`config.mk`:
```
export PLATFORM = sky130hd
export DESIGN_NAME = focus_ring_navigator_unit
export DESIGN_NICKNAME = d
export VERILOG_FILES = /design/src/rtl/frn_pkg.sv /design/src/rtl/focus_ring_navigator_unit.sv /design/src/rtl/frn_ram.sv
export SDC_FILE = /design/constraint.sdc
export NUM_CORES = 2
export LEC_CHECK = 0
export BUFFER_PORTS_ARGS = -buffer_cell sky130_fd_sc_hd__buf_2
export CORE_ASPECT_RATIO = 0.7
export CORE_UTILIZATION = 25
export DETAILED_ROUTE_END_ITERATION = 6
export PLACE_DENSITY = 0.42
export REMOVE_ABC_BUFFERS = 1
export SYNTH_ARGS = -nofsm -noshare
export SYNTH_HDL_FRONTEND = slang
export SYNTH_MEMORY_MAX_BITS = 65536
export SYNTH_SLANG_ARGS = --single-unit
```
`constraint.sdc`:
```
create_clock -name clock -period 10.4 [get_ports clock]
set_input_delay 1.04 -clock clock [delete_from_list [all_inputs] [get_ports clock]]
set_output_delay 1.04 -clock clock [all_outputs]
set_load 0.005 [all_outputs]
```
`src/rtl/frn_pkg.sv`:
```
// shared constants, types and opcodes of the focus ring navigator
package frn_pkg;

   localparam int MAX_ENTRIES = 64;
   localparam int IDX_W       = (MAX_ENTRIES > 1) ? $clog2(MAX_ENTRIES) : 1;
   localparam int CNT_W       = $clog2(MAX_ENTRIES + 1);
   localparam int ID_W        = 64;
   localparam int ENTRY_W     = ID_W + 1;

   localparam int OP_W     = 3;
   localparam int REQ_BITS = OP_W + ID_W + 4;
   localparam int REQ_W    = ((REQ_BITS + 7) / 8) * 8;
   localparam int RSP_BITS = 3 + IDX_W + ID_W + CNT_W;
   localparam int RSP_W    = ((RSP_BITS + 7) / 8) * 8;

   typedef enum logic [OP_W-1:0] {
      OP_BEGIN_LOAD  = 3'd0,
      OP_APPEND      = 3'd1,
      OP_FINISH_LOAD = 3'd2,
      OP_FOCUS_ID    = 3'd3,
      OP_NEXT        = 3'd4,
      OP_PREVIOUS    = 3'd5,
      OP_INVALIDATE  = 3'd6,
      OP_NOP         = 3'd7
   } op_type;

   typedef enum logic [3:0] {
      ST_IDLE  = 4'b0001,
      ST_START = 4'b0010,
      ST_SCAN  = 4'b0100,
      ST_DONE  = 4'b1000
   } state_type;

endpackage

```
`src/rtl/focus_ring_navigator_unit.sv`:
```
// top level of the focus ring navigator: command sequencer over the entry table
//
// usage:
//   requests enter on req_ (tvalid/tready/tdata), one at a time; each request gives
//   exactly one response on rsp_ (tvalid/tready/tdata).
//   csr_ writes the wrap_navigation bit; write it only while no request is in flight.
//   begin_load, append, invalidate and no-op go from ST_START straight to ST_DONE.
//   finish_load, focus_id, next and previous walk the entry table through the single
//   ram read port, one entry per cycle, stopping at the first hit.
//   req_tready is high only while the sequencer is idle, so one request is worked on
//   at a time; the next request may be accepted while a response still waits.
//   when the receiver stalls, the response holds in the output register and the
//   following command finishes its work but holds its response until rsp_tready.
//   reset empties the table, drops focus and the remembered id and sets wrap on;
//   the table ram itself is not cleared, only entries below the count are read.
module focus_ring_navigator_unit (
   input  logic                      clock,
   input  logic                      reset,
   input  logic                      req_tvalid,
   output logic                      req_tready,
   // operation, element_id, visible, enabled, focusable, reveals_hidden, zero pad
   input  logic [frn_pkg::REQ_W-1:0] req_tdata,
   output logic                      rsp_tvalid,
   input  logic                      rsp_tready,
   // success, overflow, has_focus, focus_index, focused_id, entry_count, zero pad
   output logic [frn_pkg::RSP_W-1:0] rsp_tdata,
   input  logic                      csr_valid,
   output logic                      csr_ready,
   input  logic [0:0]                csr_wdata
);
   import frn_pkg::*;

   state_type          state_ff, state_in;
   op_type             op_ff, op_in;
   logic [ID_W-1:0]    id_ff, id_in;
   logic               elig_req_ff, elig_req_in;

   logic [CNT_W-1:0]   count_ff, count_in;
   logic               focus_valid_ff, focus_valid_in;
   logic [IDX_W-1:0]   focus_ptr_ff, focus_ptr_in;
   logic [ID_W-1:0]    focus_id_ff, focus_id_in;
   logic               retained_valid_ff, retained_valid_in;
   logic [ID_W-1:0]    retained_key_ff, retained_key_in;
   logic               wrap_ff, wrap_in;

   logic [IDX_W-1:0]   ptr_ff, ptr_in;
   logic [CNT_W-1:0]   steps_ff, steps_in;
   logic               down_ff, down_in;
   logic               rd_valid_ff, rd_valid_in;
   logic [IDX_W-1:0]   rd_idx_ff, rd_idx_in;
   logic [ID_W-1:0]    key_ff, key_in;
   logic               first_found_ff, first_found_in;
   logic [IDX_W-1:0]   first_idx_ff, first_idx_in;
   logic [ID_W-1:0]    first_id_ff, first_id_in;

   logic               success_ff, success_in;
   logic               overflow_ff, overflow_in;
   logic               rsp_tvalid_ff, rsp_tvalid_in;
   logic [RSP_W-1:0]   rsp_data_ff, rsp_data_in;

   logic               wr_en;
   logic [ENTRY_W-1:0] wr_data;
   logic [ENTRY_W-1:0] rd_data;
   logic               rd_elig;
   logic [ID_W-1:0]    rd_id;
   logic               need_key;
   logic               hit;
   logic [CNT_W-1:0]   fp_ext;
   logic [CNT_W-1:0]   fp_up;
   logic [CNT_W-1:0]   ptr_up;

   frn_ram #(
      .WIDTH (ENTRY_W),
      .DEPTH (MAX_ENTRIES)
   ) u_table (
      .clock   (clock),
      .wr_en   (wr_en),
      .wr_addr (count_ff[IDX_W-1:0]),
      .wr_data (wr_data),
      .rd_addr (ptr_ff),
      .rd_data (rd_data)
   );

   assign wr_data  = {elig_req_ff, id_ff};
   assign rd_elig  = rd_data[ID_W];
   assign rd_id    = rd_data[ID_W-1:0];
   assign need_key = (op_ff == OP_FOCUS_ID) ||
                     ((op_ff == OP_FINISH_LOAD) && retained_valid_ff);
   assign hit      = rd_valid_ff && rd_elig && (!need_key || (rd_id == key_ff));
   assign fp_ext   = {{(CNT_W-IDX_W){1'b0}}, focus_ptr_ff};
   assign fp_up    = fp_ext + 1'b1;
   assign ptr_up   = {{(CNT_W-IDX_W){1'b0}}, ptr_ff} + 1'b1;

   assign req_tready = (state_ff == ST_IDLE);
   assign csr_ready  = 1'b1;
   assign rsp_tvalid = rsp_tvalid_ff;
   assign rsp_tdata  = rsp_data_ff;

   always_comb begin
      state_in          = state_ff;
      op_in             = op_ff;
      id_in             = id_ff;
      elig_req_in       = elig_req_ff;
      count_in          = count_ff;
      focus_valid_in    = focus_valid_ff;
      focus_ptr_in      = focus_ptr_ff;
      focus_id_in       = focus_id_ff;
      retained_valid_in = retained_valid_ff;
      retained_key_in   = retained_key_ff;
      wrap_in           = wrap_ff;
      ptr_in            = ptr_ff;
      steps_in          = steps_ff;
      down_in           = down_ff;
      rd_valid_in       = 1'b0;
      rd_idx_in         = rd_idx_ff;
      key_in            = key_ff;
      first_found_in    = first_found_ff;
      first_idx_in      = first_idx_ff;
      first_id_in       = first_id_ff;
      success_in        = success_ff;
      overflow_in       = overflow_ff;
      rsp_tvalid_in     = rsp_tvalid_ff && !rsp_tready;
      rsp_data_in       = rsp_data_ff;
      wr_en             = 1'b0;

      if (csr_valid) begin
         wrap_in = csr_wdata[0];
      end

      unique case (state_ff)
         ST_IDLE: begin
            if (req_tvalid) begin
               op_in       = op_type'(req_tdata[OP_W-1:0]);
               id_in       = req_tdata[OP_W +: ID_W];
               elig_req_in = req_tdata[OP_W+ID_W] && req_tdata[OP_W+ID_W+1] &&
                             req_tdata[OP_W+ID_W+2] && !req_tdata[OP_W+ID_W+3];
               success_in  = 1'b0;
               overflow_in = 1'b0;
               state_in    = ST_START;
            end
         end

         ST_START: begin
            state_in       = ST_SCAN;
            ptr_in         = '0;
            steps_in       = count_ff;
            down_in        = 1'b0;
            first_found_in = 1'b0;
            key_in         = id_ff;
            unique case (op_ff)
               OP_BEGIN_LOAD: begin
                  retained_valid_in = focus_valid_ff;
                  if (focus_valid_ff) begin
                     retained_key_in = focus_id_ff;
                  end
                  count_in       = '0;
                  focus_valid_in = 1'b0;
                  focus_ptr_in   = '0;
                  focus_id_in    = '0;
                  success_in     = 1'b1;
                  state_in       = ST_DONE;
               end
               OP_APPEND: begin
                  if (count_ff < CNT_W'(MAX_ENTRIES)) begin
                     wr_en      = 1'b1;
                     count_in   = count_ff + 1'b1;
                     success_in = 1'b1;
                  end else begin
                     overflow_in = 1'b1;
                  end
                  state_in = ST_DONE;
               end
               OP_FINISH_LOAD: begin
                  // focus drops first, the remembered id is matched during the walk
                  focus_valid_in = 1'b0;
                  focus_ptr_in   = '0;
                  focus_id_in    = '0;
                  key_in         = retained_key_ff;
               end
               OP_FOCUS_ID: begin
               end
               OP_NEXT: begin
                  if (count_ff == '0) begin
                     state_in = ST_DONE;
                  end else if (focus_valid_ff) begin
                     ptr_in   = (fp_up == count_ff) ? '0 : fp_up[IDX_W-1:0];
                     steps_in = wrap_ff ? count_ff - 1'b1 : count_ff - 1'b1 - fp_ext;
                  end
               end
               OP_PREVIOUS: begin
                  down_in = 1'b1;
                  if (count_ff == '0) begin
                     state_in = ST_DONE;
                  end else if (focus_valid_ff) begin
                     ptr_in   = (focus_ptr_ff == '0) ? IDX_W'(count_ff - 1'b1)
                                                     : focus_ptr_ff - 1'b1;
                     steps_in = wrap_ff ? count_ff - 1'b1 : fp_ext;
                  end else begin
                     ptr_in = IDX_W'(count_ff - 1'b1);
                  end
               end
               OP_INVALIDATE: begin
                  count_in       = '0;
                  focus_valid_in = 1'b0;
                  focus_ptr_in   = '0;
                  focus_id_in    = '0;
                  success_in     = 1'b1;
                  state_in       = ST_DONE;
               end
               default: begin
                  state_in = ST_DONE;
               end
            endcase
         end

         ST_SCAN: begin
            // the entry read last cycle is checked while the next address goes out
            if (rd_valid_ff && rd_elig && !first_found_ff) begin
               first_found_in = 1'b1;
               first_idx_in   = rd_idx_ff;
               first_id_in    = rd_id;
            end
            if (hit) begin
               focus_valid_in = 1'b1;
               focus_ptr_in   = rd_idx_ff;
               focus_id_in    = rd_id;
               success_in     = 1'b1;
               if (op_ff == OP_FINISH_LOAD) begin
                  retained_valid_in = 1'b0;
               end
               state_in = ST_DONE;
            end else if ((steps_ff == '0) && !rd_valid_ff) begin
               if (op_ff == OP_FINISH_LOAD) begin
                  retained_valid_in = 1'b0;
                  if (first_found_ff) begin
                     focus_valid_in = 1'b1;
                     focus_ptr_in   = first_idx_ff;
                     focus_id_in    = first_id_ff;
                     success_in     = 1'b1;
                  end
               end
               state_in = ST_DONE;
            end else if (steps_ff != '0) begin
               rd_valid_in = 1'b1;
               rd_idx_in   = ptr_ff;
               steps_in    = steps_ff - 1'b1;
               if (down_ff) begin
                  ptr_in = (ptr_ff == '0) ? IDX_W'(count_ff - 1'b1) : ptr_ff - 1'b1;
               end else begin
                  ptr_in = (ptr_up == count_ff) ? '0 : ptr_up[IDX_W-1:0];
               end
            end
         end

         ST_DONE: begin
            if (!rsp_tvalid_ff || rsp_tready) begin
               rsp_tvalid_in = 1'b1;
               rsp_data_in   = RSP_W'({count_ff,
                                       focus_valid_ff ? focus_id_ff : {ID_W{1'b0}},
                                       focus_valid_ff ? focus_ptr_ff : {IDX_W{1'b0}},
                                       focus_valid_ff,
                                       overflow_ff,
                                       success_ff});
               state_in      = ST_IDLE;
            end
         end

         default: begin
            state_in = ST_IDLE;
         end
      endcase
   end

   always_ff @(posedge clock) begin
      if (reset) begin
         state_ff          <= ST_IDLE;
         count_ff          <= '0;
         focus_valid_ff    <= 1'b0;
         focus_ptr_ff      <= '0;
         focus_id_ff       <= '0;
         retained_valid_ff <= 1'b0;
         retained_key_ff   <= '0;
         wrap_ff           <= 1'b1;
         rd_valid_ff       <= 1'b0;
         rsp_tvalid_ff     <= 1'b0;
      end else begin
         state_ff          <= state_in;
         count_ff          <= count_in;
         focus_valid_ff    <= focus_valid_in;
         focus_ptr_ff      <= focus_ptr_in;
         focus_id_ff       <= focus_id_in;
         retained_valid_ff <= retained_valid_in;
         retained_key_ff   <= retained_key_in;
         wrap_ff           <= wrap_in;
         rd_valid_ff       <= rd_valid_in;
         rsp_tvalid_ff     <= rsp_tvalid_in;
      end
   end

   always_ff @(posedge clock) begin
      op_ff          <= op_in;
      id_ff          <= id_in;
      elig_req_ff    <= elig_req_in;
      ptr_ff         <= ptr_in;
      steps_ff       <= steps_in;
      down_ff        <= down_in;
      rd_idx_ff      <= rd_idx_in;
      key_ff         <= key_in;
      first_found_ff <= first_found_in;
      first_idx_ff   <= first_idx_in;
      first_id_ff    <= first_id_in;
      success_ff     <= success_in;
      overflow_ff    <= overflow_in;
      rsp_data_ff    <= rsp_data_in;
   end

endmodule

```
`src/rtl/frn_ram.sv`:
```
// generic single write port ram with registered read
module frn_ram #(
   parameter int WIDTH = 8,
   parameter int DEPTH = 16
) (
   input  logic                     clock,
   input  logic                     wr_en,
   input  logic [$clog2(DEPTH)-1:0] wr_addr,
   input  logic [WIDTH-1:0]         wr_data,
   input  logic [$clog2(DEPTH)-1:0] rd_addr,
   output logic [WIDTH-1:0]         rd_data
);

   logic [WIDTH-1:0] mem [DEPTH];
   logic [WIDTH-1:0] rd_data_ff;

   always_ff @(posedge clock) begin
      if (wr_en) begin
         mem[wr_addr] <= wr_data;
      end
      rd_data_ff <= mem[rd_addr];
   end

   assign rd_data = rd_data_ff;

endmodule

```
[Yosys cells after proc, flatten, opt, wreduce, memory -nomap -nowiden]
Memories as Yosys holds them, arrays and structs flattened. A register that Yosys moved wholly into a read port is not among the register bits.
Index checks and enable logic that the tools add are counted.
Operators by class
  $add $sub $neg: 8
  magnitude comparators: 1
  equality and inequality tests: 29
  mux-type cells: 76
  bitwise operators: 3
  reductions and logical operators: 46
Operators with widths (count)
  $mux 64: 6
  $pmux 64 s2: 1
  $mux 6: 17
  $mux 7: 10
  $eq 64x64->1: 1
  $pmux 7 s2: 3
  $pmux 6 s2: 3
  $mux 1: 23
  $mux 4: 5
  $ne 2x2->1 const B: 9
  $pmux 4 s4: 1
  $add 6x1->7 const B: 2
  $eq 7x7->1: 2
  $logic_not 7->1: 2
  $sub 7x1->7 const B: 2
  $logic_not 6->1: 2
  $ne 3x3->1 const B: 4
  $reduce_and 3->1: 4
  $reduce_and 4->1: 3
  $sub 6x1->6 const B: 2
  $pmux 1 s2: 5
  $eq 3x3->1 const B: 3
  $logic_and 1x1->1: 9
  $pmux 4 s2: 1
  25 further kinds: 43
Storage, ports and cells
  bits in registers: 455
  RAM bits: 4160
  input bits: 78
  output and inout port bits: 83
  word-level logic and storage cells: 189
  memories: 1
Memory list
  u_table.mem: words 64, width 65, rd ports 1, clocked after Yosys merged registers in 1, write ports 1, line frn_ram.sv:14  | logic [WIDTH-1:0] mem [DEPTH];

[Depth between registers and ports, before layout]
  word-level depth: 8
  depth in mapped cells: 13
  mapped depth without buffers: 12

[By module]
From an unflattened synthesis, not the netlist that was laid out.
Unflattened totals
  cells, all modules: 8395
  area, all modules: 178023.2 um2
Modules (own cells, without submodules)
  frn_ram: instances 1, cells an instance 6896, area each 159249.0 um2, sequential area each 126221.1 um2
  focus_ring_navigator_unit: instances 1, cells an instance 1499, area each 18774.3 um2, sequential area each 12161.7 um2

[Worst setup path before layout]
No wires, ideal clock.
  path type: reg2reg
  from: register state_ff[2]
  to: register first_found_ff, enable pin
  library setup time: 0.315 ns
  arrival time: 6.634 ns
  data required time: 10.085 ns
  slack: 3.451 ns
  stages on the path, launching flop included: 5
  buffers on the path: 1
  period minus slack after synthesis: 6.949 ns
  cells stage by stage: dfxtp_1 > or4b_2 > clkbuf_1 > nor3_1 > or2_2
Between the ends
  word-level cells in the longest chain between the ends: 3
  elaborated cells on any way between the ends: 5
  those cells by class: eq/ne (3); reduce/logical (2)
Ends and longest elaborated chain
  start, declared: line focus_ring_navigator_unit.sv:33  | state_type state_ff, state_in;
  start signal, assigned: line focus_ring_navigator_unit.sv:287  | state_ff <= state_in;
  $eq 4x3->1 / $eq 4x2->1 (equally long branches): line focus_ring_navigator_unit.sv:130  | unique case (state_ff)
  $ne 2x2->1 (no line) / $reduce_bool 2->1 (equally long branches)
  $reduce_and 2->1 (no line) *
  end signal, assigned: line focus_ring_navigator_unit.sv:309  | first_found_ff <= first_found_in;
  end, declared: line focus_ring_navigator_unit.sv:52  | logic first_found_ff, first_found_in;
Every way passes the cells marked *; elsewhere a longest branch is shown, timed or not.
A chain may end at the register's enable or synchronous reset.

[Worst setup path in the final report]
  from: register key_ff[11]
  to: register focus_id_ff[15]
Between the ends
  word-level cells in the longest chain between the ends: 5
  elaborated cells on any way between the ends: 9
  those cells by class: eq/ne (4); mux (2); reduce/logical (3)
Ends and longest elaborated chain
  start, declared: line focus_ring_navigator_unit.sv:51  | logic [ID_W-1:0] key_ff, key_in;
  start signal, assigned: line focus_ring_navigator_unit.sv:308  | key_ff <= key_in;
  $eq 64x64->1 *: line focus_ring_navigator_unit.sv:89  | assign hit = rd_valid_ff && rd_elig && (!need_key || (rd_id == key_ff));
  $logic_or 1x1->1 *: line focus_ring_navigator_unit.sv:89
  $logic_and 1x1->1 *: line focus_ring_navigator_unit.sv:89
  $ne 3x3->1 (no line) / $mux 64 (equally long branches)
  $reduce_and 5->1 (no line) / $pmux 64 s2 (equally long branches)
  end signal, assigned: line focus_ring_navigator_unit.sv:291  | focus_id_ff <= focus_id_in;
  end, declared: line focus_ring_navigator_unit.sv:41  | logic [ID_W-1:0] focus_id_ff, focus_id_in;
Marked as above.

==> qor.csv <==
metric,value,unit
power.total,42000,µW
numCtsBuffers,456,
synthCells,7416,
start_kind,flip-flop,
holdCritStartpoint,req_tdata[32],
avgSynthCellArea,23.9,µm²
drcViolationCount,0,
synth-main-ff-cell,edfxtp_1,
cts_resized,0,
die_x,1.01,mm
fin_skew,0.0669,ns
yosys_warnings,0,
dp_cells,16841,
track_usage,0.158,
met1_usage,0.231,
setup_tns,0,ns
num_io_pins,161,
final_common_cell,edfxtp_1,
top_usage_layer,met2,
wirelength,579,mm
slowest_delay,1.08,ns
cp.arrival,7.31,ns
post_cts_buffers,0,
fin_cells,17724,
grtUsageMet2,0.235,
drive_above_1_share,0.315,
reg2reg_from,key_ff[11]$_DFFE_PP_,
clkPwrFrac,0.398,
synth_area,177000,µm²
cp.required,11.31,ns
irDropWorstVdd,0.162,mV
grt_first_pass_wirelength,770,mm
final_cell_mix,"4,465 x edfxtp_1, 1,365 x mux4_2, 458 x clkbuf_16",
seqPwrFrac,0.519,
wire_per_inst,32.7,µm
path_max_fanout,40,
critPathBufInv,1,
first_pass_iters,6,
hold_viol,0,
power.leakage,0.0623,µW
grt_max_degree,131,
synth-adder-area-share,0.00124,
drv_slew,0,
rows,258,
cts_tree,built,
crit_type,reg2reg,
detail_route.iter0.violations,11007,
cp_slowest_cell,nor4_1,
antenna_found_initial,86,
cp-startpoint,key_ff[11]$_DFFE_PP_,
p_sw,9970,µW
relSlewSlack,0.193,
fin_area,206000,µm²
use_met3,0.0391,
core,705000,µm²
synth_top_area_share,0.757,
routabilityCongestion,0.785,
period_minus_slack,6.40,ns
synthArstFlopShare,0,
swShare,0.238,
cts_root_buf,clkbuf_16,
die_h,706,µm
finalCritPeriodShare,0.615,
cpLargestDelayFamily,simple AND/OR/NAND/NOR gates,
yosys.area_share.simple,0.0149,
cap_violations,0,
synth_edf_count,4465,
cts.clk_slew.worst_paths,0.07,ns
critPathCaptureType,flip-flop,
grt_pass1_vias,85293,
drt-vias-per-instance,4.76,
synth_top_area_cell,edfxtp_1,
synth_compound_area_frac,0.00948,
finalNetCount,8034,
vias,84408,
synth_cell_types,60,
comb_power_share,0.083,
hold_buffers,0,
power_density,204,nW/µm²
synthTopCellsByArea,"edfxtp_1 76%, mux4_2 17%, dfxtp_1 2.4%, clkbuf_1 0.53%, and2_1 0.49%",
cts_buffer_depth,4,
fill_cells,68061,
htree_levels,5,
outcome,"finished, final reports clean",
ant_nets,0,
fmax,156,MHz
area.growth.synth_to_final,16.5,%
rsz0062_at_grt,no,
setup_viol,0,
min_path_type,in2reg,
dpl-instance-area,191000,µm²
synth_seq_area_share,0.782,
synthMuxAreaShare,0.178,
hpwl,318,mm
fp.dieArea,712000,µm²
ys_ff_latch,4680,
tightest_slew,1.21,ns
p_int,32000,µW
insertion_delay,1.02,ns
io_buffers,158,
crit_chain,xnor2_1 -> nand4_1 -> nor4_1 -> nand4_1 -> a21oi_1 -> and2_4 -> buf_4 -> a221o_1,
hold_ws,0.192,ns
clkSinkCount,4680,
start_util,0.251,
synth_top_family_by_area,multiplexers,
overflow,0,
cpMostUsedCell,nand4_1,
synthXorXnorAreaFrac,0.00495,
-- power by group through the flow --
stage / Combinational [µW] / Clock [µW] / Sequential, µW
floorplan: 3470 / 0 / 22900
global placement: 3430 / 0 / 22200
detailed placement: 3540 / 0 / 22200
CTS: 3540 / 17100 / 21800
global route: 3720 / 17800 / 21800
finish: 3480 / 16700 / 21800
-- worst reg2reg max path, stage by stage (launching register included) --
cell      delay (ns)
edfxtp_1        0.38
xnor2_1         0.92
nand4_1         0.64
nor4_1          1.08
nand4_1         0.49
a21oi_1         0.84
and2_4          0.95
buf_4           0.71
a221o_1         0.29
-- layer usage --
metal	vias to the layer above	wire, µm
met5	-	48
met4	8	15600
met3	753	48000
met2	3551	255000
met1	47264	261000
li1	32832	-
-- per-stage QoR --
stage	utilization	setup slack, ns
2_1_floorplan	-	-34.21
3_3_place_gp	0.271	4.32
3_5_place_dp	0.271	4.19
4_1_cts	0.292	4.11
5_1_grt	0.292	3.80
6_report	0.292	4.00
-- cell families (layout without fill, tap and decap cells) --
group | after synthesis | after routing
simple gates | 536 | 536
flops | 4680 | 4680
fa+ha+maj | 17 | 17
buf+inv | 417 | 1335
compound gates | 232 | 232
mux | 1433 | 1433
xor+xnor | 100 | 100
other cells | 1 | 31
-- cells in the mapped netlist (3+ instances only) --
| cell | instances |
|---|---|
| edfxtp_1 | 4465 |
| mux4_2 | 1365 |
| clkbuf_1 | 248 |
| dfxtp_1 | 215 |
| nand2_1 | 177 |
| and2_1 | 139 |
| buf_2 | 111 |
| nor2_1 | 103 |
| xnor2_1 | 91 |
| a21oi_1 | 81 |
| a221o_1 | 72 |
| mux2_2 | 64 |
| nor3_1 | 26 |
| inv_1 | 25 |
| buf_1 | 24 |
| o21ai_0 | 23 |
| nand3_1 | 20 |
| nand4_1 | 18 |
| ha_1 | 16 |
| nor2b_1 | 12 |
| xor2_1 | 9 |
| nand3b_1 | 8 |
| a31oi_1 | 7 |
| buf_6 | 7 |
| nor4_1 | 7 |
| o211ai_1 | 7 |
| o21a_1 | 7 |
| nand2b_1 | 6 |
| o31ai_1 | 6 |
| or3_1 | 5 |
| a21o_1 | 4 |
| mux2i_1 | 4 |
| a211oi_1 | 3 |
| o221ai_1 | 3 |
| o311ai_0 | 3 |
-- layout make-up --
class / count / area [µm²] / area share
repair buffers: 456 / 3630 / 0.0176
flip-flops and latches: 4680 / 138000 / 0.671
multi-input cells: 2319 / 37400 / 0.182
clock inverters: 261 / 2630 / 0.0128
inverters: 26 / 103 / 0.000498
clock buffers: 592 / 12200 / 0.0593
diodes: 30 / 75.1 / 0.000364
well taps: 9360 / 11700 / 0.0568
-- final timing paths --
kind,to,depth (start not counted),slack [ns]
max,focus_id_ff[15]$_SDFFE_PP0P_,8,4.00
min,id_ff[29]$_DFFE_PP_,1,0.19
max reg2reg,focus_id_ff[15]$_SDFFE_PP0P_,8,4.00
min reg2reg,first_idx_ff[3]$_DFFE_PP_,0,0.42
-- registers in the layout, summed over array words and instances (netlist names), 3 cells and up --
register	flops
id_ff	64
count_ff	7
focus_ptr_ff	6
focus_id_ff	64
state_ff	4
rd_idx_ff	6
ptr_ff	6
rsp_tdata	80
u_table.mem	4160
retained_key_ff	64
u_table.rd_data	65
first_idx_ff	6
op_ff	3
key_ff	64
steps_ff	7
first_id_ff	64
Power figures use the tool's default switching activity.
